`src/rtl/slms_pkg.sv`:
```
// Package for the sparse LED matrix pixel scanner.
// Holds the matrix geometry, field widths, register indexes and the sequencer state type.
// No dependencies.
package slms_pkg;

  localparam int ROW_CNT    = 5;
  localparam int COL_CNT    = 8;
  localparam int ROW_STRIDE = 8;
  localparam int ROW_W      = 3;
  localparam int COL_W      = 3;
  localparam int START_W    = COL_W + 1;
  localparam int PAT_W      = 40;
  localparam int INT_W      = 8;
  localparam int TIME_W     = 32;
  localparam int CFG_W      = 40;

  localparam logic [PAT_W-1:0] PATTERN_RST  = 40'hFF_2418_24FF;
  localparam logic [INT_W-1:0] INTERVAL_RST = 8'd1;

  typedef enum logic {
    REG_PATTERN  = 1'b0,
    REG_INTERVAL = 1'b1
  } cfg_reg_e;

  typedef enum logic [1:0] {
    ST_IDLE,
    ST_CMP,
    ST_SCAN,
    ST_FIN
  } scan_state_e;

endpackage

```
`src/rtl/sparse_led_matrix_pixel_scanner_unit.sv`:
```
// Sparse LED matrix pixel scanner: one row searched per cycle by a shared masked priority
// encoder. An item passes accept, deadline compare, a row search over the matrix rows
// (skipped if the deadline has not passed) and output load, and waits while the output
// register stays full and untaken. A new item is accepted only once the last is finished.
// Reset (async, active low): deadline and position zero, rows off, columns high,
// pattern and tick interval at their register reset values, no result pending.
module sparse_led_matrix_pixel_scanner_unit
  import slms_pkg::*;
(
  input  logic               clk_i,
  input  logic               rst_ni,
  input  logic               cfg_we_i,
  input  logic               cfg_idx_i,
  input  logic [CFG_W-1:0]   cfg_data_i,
  input  logic               in_valid_i,
  output logic               in_ready_o,
  input  logic [TIME_W-1:0]  time_now_i,
  output logic               out_valid_o,
  input  logic               out_ready_i,
  output logic [ROW_CNT-1:0] row_levels_o,
  output logic [COL_CNT-1:0] column_levels_o,
  output logic [ROW_W-1:0]   active_row_o,
  output logic [COL_W-1:0]   active_column_o,
  output logic               advanced_o
);

  scan_state_e state_q, state_d;

  logic [PAT_W-1:0]   pattern_q;
  logic [INT_W-1:0]   interval_q;
  logic [TIME_W-1:0]  now_q;
  logic [TIME_W-1:0]  deadline_q;
  logic [ROW_W-1:0]   row_pos_q;
  logic [COL_W-1:0]   col_pos_q;
  logic [ROW_CNT-1:0] row_pins_q;
  logic [COL_CNT-1:0] col_pins_q;
  logic               adv_q;
  logic               new_row_q;
  logic [ROW_W-1:0]   scan_row_q;
  logic [ROW_W-1:0]   scan_cnt_q;

  logic               out_valid_q;
  logic [ROW_CNT-1:0] out_rows_q;
  logic [COL_CNT-1:0] out_cols_q;
  logic [ROW_W-1:0]   out_row_q;
  logic [COL_W-1:0]   out_col_q;
  logic               out_adv_q;

  logic               in_fire;
  logic               passed;
  logic               out_free;
  logic               last_row;
  logic               hit;
  logic [COL_W-1:0]   hit_col;
  logic [START_W-1:0] start_col;
  logic [COL_CNT-1:0] lit;
  logic [COL_CNT-1:0] row_bits [ROW_CNT];

  for (genvar r = 0; r < ROW_CNT; r++) begin : g_rows
    assign row_bits[r] = pattern_q[r*ROW_STRIDE +: COL_CNT];
  end

  assign in_fire  = in_valid_i && in_ready_o;
  assign passed   = deadline_q < now_q;
  assign out_free = !out_valid_q || out_ready_i;
  assign last_row = scan_cnt_q == ROW_W'(ROW_CNT - 1);

  // Shared search unit: mask columns before the start, take the lowest lit one.
  always_comb begin
    start_col = (scan_cnt_q == '0) ? ({1'b0, col_pos_q} + START_W'(1)) : '0;
    hit_col   = '0;
    for (int c = 0; c < COL_CNT; c++) begin
      lit[c] = row_bits[scan_row_q][c] && (START_W'(c) >= start_col);
    end
    for (int c = COL_CNT - 1; c >= 0; c--) begin
      if (lit[c]) hit_col = COL_W'(c);
    end
    hit = |lit;
  end

  // Next state
  always_comb begin
    state_d = state_q;
    unique case (state_q)
      ST_IDLE: if (in_valid_i) state_d = ST_CMP;
      ST_CMP:  state_d = passed ? ST_SCAN : ST_FIN;
      ST_SCAN: if (hit || last_row) state_d = ST_FIN;
      ST_FIN:  if (out_free) state_d = ST_IDLE;
      default: state_d = ST_IDLE;
    endcase
  end

  // Handshake outputs
  always_comb begin
    in_ready_o = 1'b0;
    unique case (state_q)
      ST_IDLE: in_ready_o = 1'b1;
      default: in_ready_o = 1'b0;
    endcase
  end

  always_ff @(posedge clk_i or negedge rst_ni) begin
    if (!rst_ni) begin
      state_q <= ST_IDLE;
    end else begin
      state_q <= state_d;
    end
  end

  always_ff @(posedge clk_i or negedge rst_ni) begin
    if (!rst_ni) begin
      pattern_q  <= PATTERN_RST;
      interval_q <= INTERVAL_RST;
    end else if (cfg_we_i) begin
      unique case (cfg_reg_e'(cfg_idx_i))
        REG_PATTERN:  pattern_q  <= cfg_data_i[PAT_W-1:0];
        REG_INTERVAL: interval_q <= cfg_data_i[INT_W-1:0];
        default:      pattern_q  <= pattern_q;
      endcase
    end
  end

  always_ff @(posedge clk_i or negedge rst_ni) begin
    if (!rst_ni) begin
      deadline_q <= '0;
      row_pos_q  <= '0;
      col_pos_q  <= '0;
      row_pins_q <= '0;
      col_pins_q <= '1;
      adv_q      <= 1'b0;
      new_row_q  <= 1'b0;
      scan_row_q <= '0;
      scan_cnt_q <= '0;
    end else begin
      unique case (state_q)
        ST_IDLE: begin
          adv_q <= 1'b0;
        end
        ST_CMP: begin
          if (passed) begin
            adv_q                 <= 1'b1;
            deadline_q            <= now_q + TIME_W'(interval_q);
            col_pins_q[col_pos_q] <= 1'b1;
            new_row_q             <= 1'b0;
            scan_row_q            <= row_pos_q;
            scan_cnt_q            <= '0;
          end
        end
        ST_SCAN: begin
          if (hit) begin
            row_pos_q           <= scan_row_q;
            col_pos_q           <= hit_col;
            col_pins_q[hit_col] <= 1'b0;
            if (new_row_q) row_pins_q[scan_row_q] <= 1'b1;
          end else if (last_row) begin
            // Nothing lit: position holds, old row ends enabled, old column low again.
            row_pins_q[row_pos_q] <= 1'b1;
            col_pins_q[col_pos_q] <= 1'b0;
          end else begin
            row_pins_q[row_pos_q] <= 1'b0;
            new_row_q             <= 1'b1;
            scan_cnt_q            <= scan_cnt_q + ROW_W'(1);
            scan_row_q            <= (scan_row_q == ROW_W'(ROW_CNT - 1)) ? '0
                                     : scan_row_q + ROW_W'(1);
          end
        end
        ST_FIN: begin
          adv_q <= adv_q;
        end
        default: adv_q <= 1'b0;
      endcase
    end
  end

  always_ff @(posedge clk_i) begin
    if (in_fire) now_q <= time_now_i;
  end

  always_ff @(posedge clk_i or negedge rst_ni) begin
    if (!rst_ni) begin
      out_valid_q <= 1'b0;
    end else if (state_q == ST_FIN && out_free) begin
      out_valid_q <= 1'b1;
    end else if (out_ready_i) begin
      out_valid_q <= 1'b0;
    end
  end

  always_ff @(posedge clk_i) begin
    if (state_q == ST_FIN && out_free) begin
      out_rows_q <= row_pins_q;
      out_cols_q <= col_pins_q;
      out_row_q  <= row_pos_q;
      out_col_q  <= col_pos_q;
      out_adv_q  <= adv_q;
    end
  end

  assign out_valid_o     = out_valid_q;
  assign row_levels_o    = out_rows_q;
  assign column_levels_o = out_cols_q;
  assign active_row_o    = out_row_q;
  assign active_column_o = out_col_q;
  assign advanced_o      = out_adv_q;

endmodule

```
`config.mk`:
```
export PLATFORM = sky130hd
export DESIGN_NAME = sparse_led_matrix_pixel_scanner_unit
export DESIGN_NICKNAME = d
export VERILOG_FILES = /design/src/rtl/slms_pkg.sv /design/src/rtl/sparse_led_matrix_pixel_scanner_unit.sv
export SDC_FILE = /design/constraint.sdc
export NUM_CORES = 1
export LEC_CHECK = 0
export BUFFER_PORTS_ARGS = -buffer_cell sky130_fd_sc_hd__buf_4
export CAP_MARGIN = 20
export CORE_MARGIN = 2
export CORE_UTILIZATION = 50
export CTS_CLUSTER_DIAMETER = 120
export DETAILED_ROUTE_END_ITERATION = 8
export PLACE_DENSITY_LB_ADDON = 0.2
export SLEW_MARGIN = 15
export SYNTH_ARGS = -nofsm -noshare
export SYNTH_HDL_FRONTEND = slang
export SYNTH_SLANG_ARGS = --single-unit
```
`constraint.sdc`:
```
create_clock -name clk_i -period 2.4 [get_ports clk_i]
set_input_delay 0.48 -clock clk_i [delete_from_list [all_inputs] [get_ports clk_i]]
set_output_delay 0.48 -clock clk_i [all_outputs]
set_load 0.03 [all_outputs]
```
---- Word level (Yosys, flattened, before mapping) ----
Cells that the tools add are included.
operators by class
  add/sub/neg operators ................... 4
  $lt $le $gt $ge ......................... 18
  eq/ne operators ......................... 13
  muxes and demuxes ....................... 50
  bitwise operators ....................... 11
  reduce and logical (&&, ||, !) cells .... 32
operators by type and width
  cell                  count
  $mux W3               15
  $mux W8               5
  $add A32 B8 Y32       1
  $lt A32 B32 Y1        1
  $bmux W8 S3           1
  $and A8 B8 Y8         2
  $ge A3 B4 Y1 const A  4
  $lt A3 B4 Y1 const B  4
  $not A8 Y8            2
  $pmux W8 S2           1
  $mux W5               3
  $logic_and A1 B1 Y1   14
  $ne A2 B2 Y1 const B  7
  $demux W1 S3          4
  $ge A3 B1 Y1 const B  4
  $mux W1               12
  $pmux W3 S2           2
  $reduce_and A2 Y1     6
  $or A5 B5 Y5          2
  $ge A1 B4 Y1 const A  2
  $ge A2 B4 Y1 const A  2
  $or A8 B8 Y8          1
  $pmux W2 S4           1
  $reduce_or A8 Y1      1
  other kinds (21)      31
word-level totals
  register bits after elaboration ......... 162
  output and inout bits ................... 22

---- Logic depth before layout (Yosys ltp) ----
  depth in word-level cells ............... 21
  gate-level depth with buffers ........... 11
  depth with buffers taken out ............ 10

---- Worst setup path after synthesis ----
No wires, ideal clock.
  path kind ............................... reg-to-reg
  start point ............................. register now_q[23]
  end point ............................... register deadline_q[0]
  arrival time ............................ 2.501 ns
  required time ........................... 2.272 ns
  setup slack ............................. -0.229 ns
  cell stages (with the launch flop) ...... 10
  buffers on the path ..................... 1
  path through ............................ edfxtp_1 -> inv_1 -> ha_1 -> a211oi_1 -> o21ai_1 -> o221ai_1 -> or4b_1 -> nor3b_4 -> buf_4 -> mux2_1
between the ends
  longest elaborated chain between the ends .. 2
ends and longest elaborated chain
  what                         RTL line                                     source
  from (decl)                  sparse_led_matrix_pixel_scanner_unit.sv:31   logic [TIME_W-1:0] now_q;
  from (signal assigned)       sparse_led_matrix_pixel_scanner_unit.sv:176  if (in_fire) now_q <= time_now_i;
  $lt A32 B32 Y1               sparse_led_matrix_pixel_scanner_unit.sv:64   assign passed = deadline_q < now_q;
  $reduce_and A2 Y1 (no line)  --
  to (signal assigned)         sparse_led_matrix_pixel_scanner_unit.sv:142  deadline_q <= now_q + TIME_W'(interval_q);
  to (decl)                    sparse_led_matrix_pixel_scanner_unit.sv:32   logic [TIME_W-1:0] deadline_q;
No other way between the ends.
A chain may end at the register's enable or synchronous reset.

---- Worst setup path in the final report ----
  start point ............................. register now_q[23]
  end point ............................... register col_pins_q[7]
between the ends
  longest elaborated chain between the ends .. 3
ends and longest elaborated chain
  what                             RTL line                                     source
  $lt A32 B32 Y1                   sparse_led_matrix_pixel_scanner_unit.sv:64
  $ne A2 B2 Y1 (no line)           --
  $reduce_and A3 Y1 (no line)      --
  to (signal assigned)             sparse_led_matrix_pixel_scanner_unit.sv:129  col_pins_q <= '1;
  to (signal, indexed assignment)  sparse_led_matrix_pixel_scanner_unit.sv:143  col_pins_q[col_pos_q] <= 1'b1;
  to (signal, indexed assignment)  sparse_led_matrix_pixel_scanner_unit.sv:153  col_pins_q[hit_col] <= 1'b0;
  to (decl)                        sparse_led_matrix_pixel_scanner_unit.sv:36   logic [COL_CNT-1:0] col_pins_q;
No other way between the ends.

==> results.txt <==
Flop pwr share -> 28.3%
Cells after Synth -> 732
layout cell share with drive strength beyond 1 -> 48.1%
vias per std cell -> 5.61
Die Ht -> 134 um
Die W -> 134 um
RSZ-0062 raised after global routing -> true
Finished Core Util -> 72.3%
Starting Density -> 50.9%
Multi-input gate area -> 4470 um^2
Power Internal -> 0.00967 W
switch share -> 38.1%
Setup-failing EPs final -> 49
Pre-antenna DRT Iters -> 5
violated checks -> setup timing
clk buf depth -> 2
pins over their slew limit -> 0
CP arrival -> 3160 ps
Mapped Area -> 8420 um^2
vias in the first global route -> 7176
H-tree depth -> 4
CTS tree -> yes
commonest cells in the synthesized netlist -> 79 x dfrtp_1, 52 x edfxtp_1, 52 x inv_1, 52 x mux2_2, 50 x a21oi_1
GRT overflow -> 0
Worst R2R Start -> now_q[23]$_DFFE_PP_
most frequent cell after synthesis -> dfrtp_1
Detailed Route WL -> 22300 um
synthesized area per cell -> 11.5 um^2
I/O Pins -> 100
Post-DRT Antenna Nets -> 0
Register Area -> 4360 um^2
P_sw -> 0.00595 W
Fillers -> 1131
Critical-path top delay cell -> or4b_4
post-synth cell types -> 70
total negative slack -> -15760 ps
drt wl/cell -> 18.6 um
Hold Crit Class -> input port to async pin
initial DRC count -> 433
Largest delay share family, worst path -> compound AO/OA/AOI/OAI gates
Yosys top cell by area -> dfrtp_1
critical path capture point type -> flip-flop
worst vdd ir -> 0.000757 V
largest net degree at the start of global routing -> 54
DP Wirelength -> 14700 um
Fin Clk Skew -> 13.6 ps
Leak -> 5.01 nW
Buf/Inv on CP -> 1
clock latency on the worst-skew pair -> 440 ps
Port Buf Inserts -> 99
worst slew pin tran -> 697 ps
final worst slack -> -408 ps
CP Launch Type -> flip-flop
Synth Net Count -> 859
share of the synthesized area in the top cell type -> 23.5%
Cell Rows -> 47
synth warn -> 0
MaxCap Viol Count -> 0
ant diodes -> 0
WHS -> 25.6 ps
Final nets -> 1095
initial antenna violation count -> 0
synth-to-layout area growth -> 42.0%
Hold-fix buffers, CTS -> 0
DR DRC count -> 0
Tcrit/Tclk final -> 117%
Synth Register Bits -> 162
Comb power frac -> 53.4%
clk root buf -> clkbuf_16
clock network fraction of total power -> 18.3%
global-route wire length before repair -> 35200 um
gpl congestion -> 0.914
Peak Freq -> 356 MHz
register area share after synthesis -> 51.7%
Crit Path Class -> flip-flop to flip-flop
clk slew on worst S/H paths -> 70 ps
post-place setup slack -> -355 ps
CTS Buf Count -> 17
Crit. Startpoint -> now_q[23]$_DFFE_PP_
core area -> 16500 um^2
top_reg_cell synth -> dfrtp_1
critical path cell sequence -> inv_2, ha_4, a211oi_2, o21ai_1, o221ai_2, or4b_4, o21ai_2, nand4bb_1, o32a_1
Power Total -> 0.0156 W
GR Util All Layers -> 25.1%
Die ar. -> 17900 um^2
CP Data Required Time -> 2750 ps
CP peak stage delay -> 530 ps
routed vias -> 6738
PD cells -> 1310 nW/um^2
Final Critical Period -> 2810 ps
CP Max Fanout -> 5
Post-synth EDFFs -> 52
Fin. Hold Viols -> 0
slew margin rel. -> 53.4%
async set or reset register ratio after synthesis -> 67.9%
top cells by area, synth -> dfrtp_1 23%, edfxtp_1 19%, dfstp_2 9.7%, ha_1 7.1%, mux2_2 7.0%
outcome -> complete, but fails checks
clock sinks -> 162
==> placed cells by master (no fill, tap or decap), drive strengths merged, types with 16 or more instances in the layout <==
| master | count |
|---|---|
| mux2 | 60 |
| nand2 | 33 |
| a21oi | 50 |
| clkbuf | 23 |
| ha | 48 |
| nand3 | 16 |
| xnor2 | 31 |
| mux2i | 22 |
| edfxtp | 52 |
| nor2 | 45 |
| o21ai | 19 |
| dfrtp | 79 |
| buf | 241 |
| dfstp | 31 |
| inv | 58 |
==> layer usage <==
metal	wire length [um]	up-vias	GRT usage (%)
li1	-	3162	-
met3	1060	40	5.48
met2	11200	200	42.1
met1	9600	3336	32.3
met4	498	0	8.87
met5	0	-	0
==> path summary, 6_finish.rpt <==
| kind | cells past startpoint | slack [ps] | endpoint |
|---|---|---|---|
| worst max-delay path | 9 | -410 | col_pins_q[7]$_DFFE_PN1P_ |
| worst min-delay path | 1 | 30 | deadline_q[8]$_DFFE_PN0P_ |
| worst max register to register | 9 | -410 | col_pins_q[7]$_DFFE_PN1P_ |
| worst min register to register | 0 | 480 | row_levels_o[1]$_DFFE_PP_ |
| max in group asynchronous | 2 | 1620 | pattern_q[10]$_DFFE_PN1P_ |
| min in group clk_i | 1 | 220 | now_q[25]$_DFFE_PP_ |
==> sequential cells by signal (all words and copies together) (netlist names), named ones only <==
| signal | count |
|---|---|
| column_levels_o | 8 |
| pattern_q | 40 |
| active_row_o | 3 |
| row_pos_q | 3 |
| adv_q | 1 |
| deadline_q | 32 |
| active_column_o | 3 |
| advanced_o | 1 |
| col_pins_q | 8 |
| out_valid_o | 1 |
| row_levels_o | 5 |
| scan_cnt_q | 3 |
| col_pos_q | 3 |
| scan_row_q | 3 |
| state_q | 2 |
| new_row_q | 1 |
| interval_q | 8 |
| now_q | 32 |
==> layout make-up <==
| class | instances | share of cell area (%) |
|---|---|---|
| clock buffer | 22 | 4.25 |
| clock inverter | 10 | 0.953 |
| inverter | 54 | 1.70 |
| multi-input combinational | 491 | 37.4 |
| sequential | 162 | 36.5 |
| tap | 220 | 2.30 |
| timing repair buffer | 242 | 16.9 |
==> cells by family after synthesis <==
| group | share of synthesized area [%] |
|---|---|
| AOI/OAI and AO/OA | 11.2 |
| xor gates and xnor gates | 3.23 |
| adders and majority gates | 7.37 |
| buffers and inverters | 3.82 |
| DFF | 51.7 |
| muxes | 10.6 |
| and+or+nand+nor | 12.0 |
==> timing repair <==
action,in CTS,in global routing
pin swaps,15,27
setup endpoints to repair,58,59
cloned,4,1
buffers inserted,20,5
resized for setup,78,71
==> metrics by stage <==
step / instance area (um^2) / cells
floorplan: 8500 / 732
global placement: 10300 / 1140
detailed placement: 10300 / 1140
CTS: 11500 / 1196
global route: 11900 / 1201
finish: 11900 / 1201
==> power by group through the flow <==
stage                     combinational, W  clock (W)  sequential [W]
final                              0.00834    0.00285         0.00443
after global routing               0.00893    0.00301         0.00453
after CTS                          0.00744    0.00288         0.00437
after detailed placement           0.00631          0         0.00437
after global placement             0.00614          0         0.00434
after floorplan                    0.00365          0         0.00452
Power figures use the tool's default switching activity.
